## config.mk

```make
export PLATFORM = sky130hd
export DESIGN_NAME = gtg_post
export DESIGN_NICKNAME = d
export VERILOG_FILES = /design/src/rtl/core/gtg_pkg.sv /design/src/rtl/core/gtg_post.sv
export SDC_FILE = /design/constraint.sdc
export NUM_CORES = 2
export LEC_CHECK = 0
export BUFFER_PORTS_ARGS = -buffer_cell sky130_fd_sc_hd__buf_2
export CAP_MARGIN = 20
export CELL_PAD_IN_SITES_DETAIL_PLACEMENT = 0
export CELL_PAD_IN_SITES_GLOBAL_PLACEMENT = 1
export CORE_ASPECT_RATIO = 0.6
export CORE_MARGIN = 2
export CORE_UTILIZATION = 55
export DETAILED_ROUTE_END_ITERATION = 8
export GPL_ROUTABILITY_DRIVEN = 0
export PLACE_DENSITY = 0.95
export SYNTH_ARGS = -nofsm -noshare
export SYNTH_HDL_FRONTEND = slang
export SYNTH_SLANG_ARGS = --single-unit
```

## constraint.sdc

```tcl
create_clock -name clk -period 14.45 [get_ports clk]
set_input_delay 2.1675 -clock clk [delete_from_list [all_inputs] [get_ports clk]]
set_output_delay 2.1675 -clock clk [all_outputs]
set_load 0.02 [all_outputs]
```

## src/rtl/core/gtg_pkg.sv

```systemverilog
`timescale 1ns / 1ps
// ----------------------------------------------------------------------------
// gtg_pkg
// shared types, constants and the arctangent table of the go-to-goal controller
// ----------------------------------------------------------------------------
package gtg_pkg;

  localparam int CORDIC_STAGES = 16;
  localparam int ATAN_ENTRIES  = 24;
  localparam int NUM_CELLS     = (CORDIC_STAGES < ATAN_ENTRIES) ? CORDIC_STAGES : ATAN_ENTRIES;

  // datapath widths
  localparam int XY_W  = 36;   // cordic x/y, 16 fraction bits on top of Q10
  localparam int Z_W   = 28;   // angle accumulator, Q24 radians
  localparam int IDX_W = 5;    // stage index into the arctangent table

  localparam logic signed [Z_W-1:0] HALF_PI_Q24  = 28'sd26353589;
  localparam logic signed [17:0]    PI_Q13       = 18'sd25736;
  localparam logic signed [17:0]    TWO_PI_Q13   = 18'sd51472;
  localparam logic [15:0]           INV_GAIN_Q16 = 16'd39797;

  // configuration register indexes
  localparam logic [1:0] CFG_LINEAR_GAIN     = 2'd0;
  localparam logic [1:0] CFG_ANGULAR_GAIN    = 2'd1;
  localparam logic [1:0] CFG_CATCH_TOLERANCE = 2'd2;

  localparam logic [23:0] ATAN_Q24 [ATAN_ENTRIES] = '{
    24'd13176795, 24'd7778716, 24'd4110060, 24'd2086331, 24'd1047214, 24'd524117,
    24'd262123, 24'd131069, 24'd65536, 24'd32768, 24'd16384, 24'd8192,
    24'd4096, 24'd2048, 24'd1024, 24'd512, 24'd256, 24'd128,
    24'd64, 24'd32, 24'd16, 24'd8, 24'd4, 24'd2
  };

  // item travelling down the cordic chain
  typedef struct packed {
    logic signed [XY_W-1:0] x;
    logic signed [XY_W-1:0] y;
    logic signed [Z_W-1:0]  z;
    logic signed [15:0]     heading;
    logic                   active;   // target valid
    logic                   zero;     // robot sits exactly on the target
  } gtg_item_t;

  // finished command
  typedef struct packed {
    logic        goal_reached;
    logic signed [15:0] turn_rate;
    logic [15:0] linear_speed;
  } gtg_result_t;

endpackage

```

## src/rtl/core/gtg_post.sv

```systemverilog
`timescale 1ns / 1ps
// ----------------------------------------------------------------------------
// gtg_post
// gain scaling, heading error wrap, rounding and saturation after the cordic
// ----------------------------------------------------------------------------
module gtg_post (
  input  logic                  clk,
  input  logic                  rst,
  input  logic [11:0]           linear_gain,
  input  logic [11:0]           angular_gain,
  input  logic [15:0]           catch_tolerance,
  input  logic                  in_valid,
  output logic                  in_ready,
  input  gtg_pkg::gtg_item_t    in_item,
  output logic                  out_valid,
  input  logic                  out_ready,
  output gtg_pkg::gtg_result_t  out_res
);
  import gtg_pkg::*;

  logic v1, v2, v3, v4;
  logic r1, r2, r3, r4;

  // stage 1: partial products of the gain correction, heading error
  logic               act1, dz1;
  logic [32:0]        pl1, ph1;
  logic signed [17:0] err1;
  // stage 2: distance, catch compare
  logic               act2, reached2;
  logic [18:0]        dist2;
  logic signed [17:0] err2;
  // stage 3: gain products
  logic               act3, reached3;
  logic [30:0]        lin_p3;
  logic signed [30:0] turn_p3;
  // stage 4: output register
  gtg_result_t        res4;

  logic [33:0]        ux;
  logic signed [16:0] bear;
  logic signed [Z_W-1:0] zr;
  logic signed [17:0] err_raw;
  logic signed [17:0] err_wrap;
  logic [50:0]        dsum;
  logic [31:0]        lin_r;
  logic signed [31:0] turn_r;
  logic signed [20:0] turn_s;
  gtg_result_t        res_next;

  assign r4 = !v4 || out_ready;
  assign r3 = !v3 || r4;
  assign r2 = !v2 || r3;
  assign r1 = !v1 || r2;
  assign in_ready  = r1;
  assign out_valid = v4;
  assign out_res   = res4;

  always_comb begin
    ux   = in_item.x[33:0];
    zr   = in_item.z + Z_W'(1024);
    bear = in_item.zero ? 17'sd0 : zr[27:11];
    err_raw = 18'(bear) - 18'(in_item.heading);
    if (err_raw > PI_Q13) begin
      err_wrap = err_raw - TWO_PI_Q13;
    end else if (err_raw < -PI_Q13) begin
      err_wrap = err_raw + TWO_PI_Q13;
    end else begin
      err_wrap = err_raw;
    end
  end

  always_comb begin
    dsum = {1'b0, ph1, 17'b0} + {18'b0, pl1} + 51'h0_8000_0000;
  end

  always_comb begin
    lin_r  = {1'b0, lin_p3} + 32'd128;
    turn_r = 32'(turn_p3) + 32'sd1024;
    turn_s = turn_r[31:11];
    res_next.linear_speed = (lin_r[31:24] != 8'd0) ? 16'hFFFF : lin_r[23:8];
    if (turn_s > 21'sd32767) begin
      res_next.turn_rate = 16'sh7FFF;
    end else if (turn_s < -21'sd32768) begin
      res_next.turn_rate = -16'sh8000;
    end else begin
      res_next.turn_rate = turn_s[15:0];
    end
    res_next.goal_reached = reached3;
    if (!act3) begin
      res_next = '0;
    end
  end

  always_ff @(posedge clk) begin
    if (rst) begin
      v1 <= 1'b0;
      v2 <= 1'b0;
      v3 <= 1'b0;
      v4 <= 1'b0;
    end else begin
      if (r1) v1 <= in_valid;
      if (r2) v2 <= v1;
      if (r3) v3 <= v2;
      if (r4) v4 <= v3;
    end
  end

  always_ff @(posedge clk) begin
    if (r1 && in_valid) begin
      act1 <= in_item.active;
      // x never goes negative after the pre-rotation; guarded anyway
      dz1  <= in_item.zero || in_item.x[XY_W-1];
      pl1  <= 33'(ux[16:0]) * 33'(INV_GAIN_Q16);
      ph1  <= 33'(ux[33:17]) * 33'(INV_GAIN_Q16);
      err1 <= err_wrap;
    end
    if (r2 && v1) begin
      act2     <= act1;
      dist2    <= dz1 ? 19'd0 : dsum[50:32];
      reached2 <= dz1 || (dsum[50:32] <= {3'b0, catch_tolerance});
      err2     <= err1;
    end
    if (r3 && v2) begin
      act3     <= act2;
      reached3 <= reached2;
      lin_p3   <= 31'(linear_gain) * 31'(dist2);
      turn_p3  <= 31'($signed({1'b0, angular_gain})) * 31'(err2);
    end
    if (r4 && v3) begin
      res4 <= res_next;
    end
  end

endmodule

```

### Word-level counts from Yosys, hierarchy flattened

Cells that the tools add are included.

| storage, ports and cells | value |
|---|---|
| flip-flop bits (word level) | 226 |
| input bits | 162 |
| output and inout bits | 35 |
| logic and storage cells | 61 |

| operators by class | value |
|---|---|
| add/subtract/negate cells | 8 |
| $mul | 4 |
| order comparisons | 5 |
| muxes and demuxes | 6 |
| bitwise operators | 1 |
| reduce and logical (&&, ||, !) cells | 16 |

Operator list:

| operator | count |
|---|---|
| $mul 17x16->33 const B | 2 |
| $add 50x33->51 | 1 |
| $add 51x32->51 const B | 1 |
| $mux 18 | 2 |
| $add 31x12->32 const B | 1 |
| $add 31x8->32 const B | 1 |
| $mux 16 | 2 |
| $mul 12x19->31 | 1 |
| $mul 13x18->31 | 1 |
| $add 28x12->28 const B | 1 |
| $gt 21x16->1 const B | 1 |
| $lt 21x16->1 const B | 1 |
| $le 19x16->1 | 1 |
| $add 18x17->18 const B | 1 |
| $gt 18x16->1 const B | 1 |
| $lt 18x16->1 const B | 1 |
| $sub 17x16->18 | 1 |
| $sub 18x17->18 const B | 1 |
| $mux 17 | 1 |
| $mux 15 | 1 |
| $reduce_bool 8->1 | 1 |
| $logic_or 1x1->1 | 6 |
| $logic_and 1x1->1 | 4 |
| $logic_not 1->1 | 4 |
| other kinds (2) | 2 |

### Depth between registers and ports, before layout

| depth | value |
|---|---|
| word-level depth | 6 |
| depth in mapped cells | 24 |
| depth with buffers taken out | 23 |

### Worst setup path after synthesis

Ideal clock, no wire load.

| timing path | value |
|---|---|
| path type | input -> register |
| start | input in_item[90] (netlist bit) |
| end | register pl1[30] (data pin) |
| library setup time | 0.180 ns |
| data arrival time | 8.088 ns |
| data required time | 14.270 ns |
| setup slack | 6.182 ns |
| stages | 21 |
| path buffers | 0 |
| path through | inv_1 -> fa_1 -> fa_1 -> inv_1 -> fa_1 -> fa_1 -> fa_1 -> inv_1 -> fa_1 -> inv_1 -> ha_1 -> a21o_1 -> a21o_1 -> a21o_1 -> a2111oi_0 -> o31ai_1 -> o22a_1 -> a21oi_1 -> o21ai_0 -> a2111o_1 -> o311ai_1 |

| between the ends | value |
|---|---|
| cells in the longest elaborated chain, start to end | 1 |

RTL lines:

| what | RTL line | text |
|---|---|---|
| start: declaration | gtg_post.sv:14 | `input gtg_pkg::gtg_item_t in_item,` |
| $mul 17x16->33 | gtg_post.sv:113 | `pl1 <= 33'(ux[16:0]) * 33'(INV_GAIN_Q16);` |
| end signal: assignment | gtg_post.sv:113 |  |
| end: declaration | gtg_post.sv:26 | `logic [32:0] pl1, ph1;` |

Every way passes these cells.
A chain may end at the register's enable or synchronous reset.

### Worst setup path after layout

| timing path | value |
|---|---|
| start | input in_item[89] (netlist bit) |
| end | register pl1[30] (data pin) |

The elaborated chain is that of the path after synthesis.

==> reports/qor.csv <==
stage;metric;value;unit
final_layout;Finished Layout Cells;4477;
sta;Final setup viols;0;
sta;Final Skew;10.2;ps
drt;DRT iter0 DRCs;1413;
grt;gr usage total;23.9;%
worst_setup_path;CP endpoint kind;flip-flop;
worst_setup_path;critical-path maximum fanout;6;
clocking;clock tree buffer depth;2;
worst_setup_path;critical path type;in -> reg;
clocking;Post-CTS Hold Buffers;0;
sta;RSZ-0062 raised after global routing;no;
final_layout;Syn-to-layout area delta;6.16;%
sta;setup_tns;0;ps
drt;Via density;5.23;
hold_path;Hold Crit Class;reg -> reg;
final_layout;ant diodes;0;
place;I/O Buffers;149;
final_layout;layout cells sized above 1;5.96;%
clocking;postcts setup bufs;0;
sta;fin crit period;9010;ps
pwr;Peak VDD IR;202;uV
sta;final hold vios;0;
final_layout;multi-input logic area;25500;um^2
clocking;PostCTS Resize Cnt;0;
final_layout;FF+latch area;5730;um^2
run;Max Cap Violations;0;
logic_synthesis;synth warn;0;
logic_synthesis;FF+latch count, synth;192;
sta;Pins Over Slew Limit;0;
clocking;clk sinks;192;
grt;met1 usage;36.8;%
logic_synthesis;ys async rst share;0;%
final_layout;Layout fillers;5363;
final_layout;most frequent cells in the layout;875 x inv_1, 588 x fa_1, 455 x ha_1, 337 x nand2_1, 188 x edfxtp_1;
grt;initial antenna violation count;2;
place;Inst Count DP;4443;
clocking;H-tree level count;4;
worst_setup_path;CP Data Required Time;14720;ps
place;hpwl dp;61100;um
drt;Routed Antenna Nets;0;
die;Core ar.;62600;um^2
pwr;Leak;18.7;nW
grt;total grt overflow;0;
drt;DRC violations left;0;
clocking;TritonCTS buffer count;17;
die;DIE AREA;65500;um^2
clocking;CTS tree;yes;
pwr;PwrDens;228;nW/um^2
worst_setup_path;Worst Setup Start Kind;input port;
die;die height;199;um
final_layout;commonest non-fill, non-tap cell in the layout;inv_1;
sta;Period Utilization, post-route;62.4;%
clocking;clk slew on worst S/H paths;70;ps
logic_synthesis;cell count after synthesis;3547;
worst_setup_path;Worst Path Arrival;9280;ps
grt;vias in the first global route;24400;
logic_synthesis;Synthesized Nets;4752;
grt;first-pass GRT wire length;124000;um
die;Top Ports;197;
final_layout;Final #Nets;4830;
logic_synthesis;Main synth FF type;edfxtp_1;
drt;DR vias;23400;
drt;final WL;73300;um
die;Starting Density;55.7;%
sta;slew margin rel.;36.9;%
logic_synthesis;register area share after synthesis;16.4;%
run_status;status;complete, no violations;
die;Die X-Extent;329;um
logic_synthesis;Post-synth EDFFs;188;
clocking;CTS root buffer;clkbuf_16;
logic_synthesis;syn_area_per_cell;9.83;um^2
die;FP Rows;71;
sta;Worst Tran Pin Value;937;ps
grt;met3 Usage GRT;4.92;%
grt;largest net degree at the start of global routing;70;
logic_synthesis;Cell Area, Synth;34900;um^2
drt;drt wl/cell;16.4;um
sta;fmax;111;MHz
grt;met2 global-route usage;35.1;%
drt;Pre-antenna DRT Iters;5;
logic_synthesis;synth unique cells;79;
grt;GR peak layer;met1;
clocking;Worst-Skew Late Latency;470;ps
[report_power, final]
group / switching [mW] / total, mW / internal (mW)
Combinational: 3.67 / 6.66 / 2.98
Clock: 0.242 / 0.492 / 0.250
Sequential: 0.132 / 1.28 / 1.14
[metal layers]
metal,share of wire (%),vias up,routed length [um]
met5,0,-,0
met4,1.3,0,942
met3,7.5,60,5520
met2,42,694,30500
met1,50,11400,36400
li1,-,11200,-
[cell usage after synthesis (9+ instances only)]
cell | instances | area [um^2]
a21oi_1 | 86 | 430
clkbuf_1 | 89 | 334
o21bai_1 | 11 | 82.6
nor2_1 | 88 | 330
a21o_1 | 47 | 353
o21ai_0 | 58 | 290
fa_1 | 588 | 11800
and3_1 | 28 | 175
edfxtp_1 | 188 | 5650
o21a_1 | 18 | 135
inv_1 | 875 | 3280
nor2b_1 | 44 | 275
nand2_1 | 337 | 1260
a211oi_1 | 16 | 120
a31oi_1 | 11 | 68.8
nand3_1 | 45 | 225
nand2b_1 | 17 | 106
a21boi_0 | 19 | 143
and2_1 | 176 | 1100
or3_1 | 9 | 56.3
xor2_1 | 78 | 683
xnor2_1 | 94 | 823
nor3_1 | 18 | 90.1
and4_1 | 10 | 87.6
ha_1 | 455 | 5690
nand4_1 | 24 | 150
[worst max-delay path: stages]
cell       delay (ps)
buf_2             210
inv_1             150
fa_1              520
fa_1              520
inv_1              50
fa_1              520
fa_1              470
fa_1              550
inv_1              50
fa_1              520
inv_1              40
ha_1              300
a21o_1            180
a21o_1            170
a21o_1            230
a2111oi_0         810
o31ai_1           290
o22a_1            300
a21oi_1           330
o21ai_0           310
a2111o_1          500
o311ai_1          110
[state kept, by name, indices dropped and copies added, names as in the netlist, 16 cells and up]
signal   count
err2        18
out_res     33
pl1         16
turn_p3     21
err1        18
ph1         33
lin_p3      24
dist2       19
[worst paths after layout]
kind / cells past startpoint / endpoint / slack [ps] / from
setup / recovery: 22 / pl1[30] / 5440 / in_item[89]
hold / removal: 0 / err2[17] / 420 / err1[17]
setup reg to reg: 20 / lin_p3[30] / 7790 / dist2[7]
hold reg to reg: 0 / err2[17] / 420 / err1[17]
[cells by family after synthesis]
family	count (synthesis)	share of synthesized area [%]
XOR/XNOR	174	4.45
buffers and inverters	969	10.4
flip-flops	192	16.4
AO/OA/AOI/OAI	349	6.94
adder cells (fa/ha/maj)	1043	50.1
AND/OR/NAND/NOR	815	11.5
multiplexers	5	0.147
[area by class of cell]
| type | count | area share [%] |
|---|---|---|
| multi-input combinational | 2386 | 69.0 |
| clock buffer | 17 | 1.15 |
| sequential | 192 | 15.5 |
| timing repair buffer | 153 | 2.16 |
| inverter | 875 | 8.87 |
| tap | 839 | 2.84 |
| clock inverter | 15 | 0.514 |
[stage by stage]
stage / area [um^2] / worst slack, ps / utilization, % / hold slack, ps / power [mW]
floorplan: 34900 / 6180 / - / 400 / 6.47
global placement: 36400 / 5090 / 58.0 / 401 / 7.71
detailed placement: 36400 / 5030 / 58.0 / 405 / 7.91
CTS: 37000 / 5510 / 59.0 / 422 / 8.48
global route: 37000 / 5150 / 59.1 / 427 / 9.52
finish: 37000 / 5440 / 59.1 / 421 / 8.42
No activity file was read; power rests on OpenSTA's default activity.
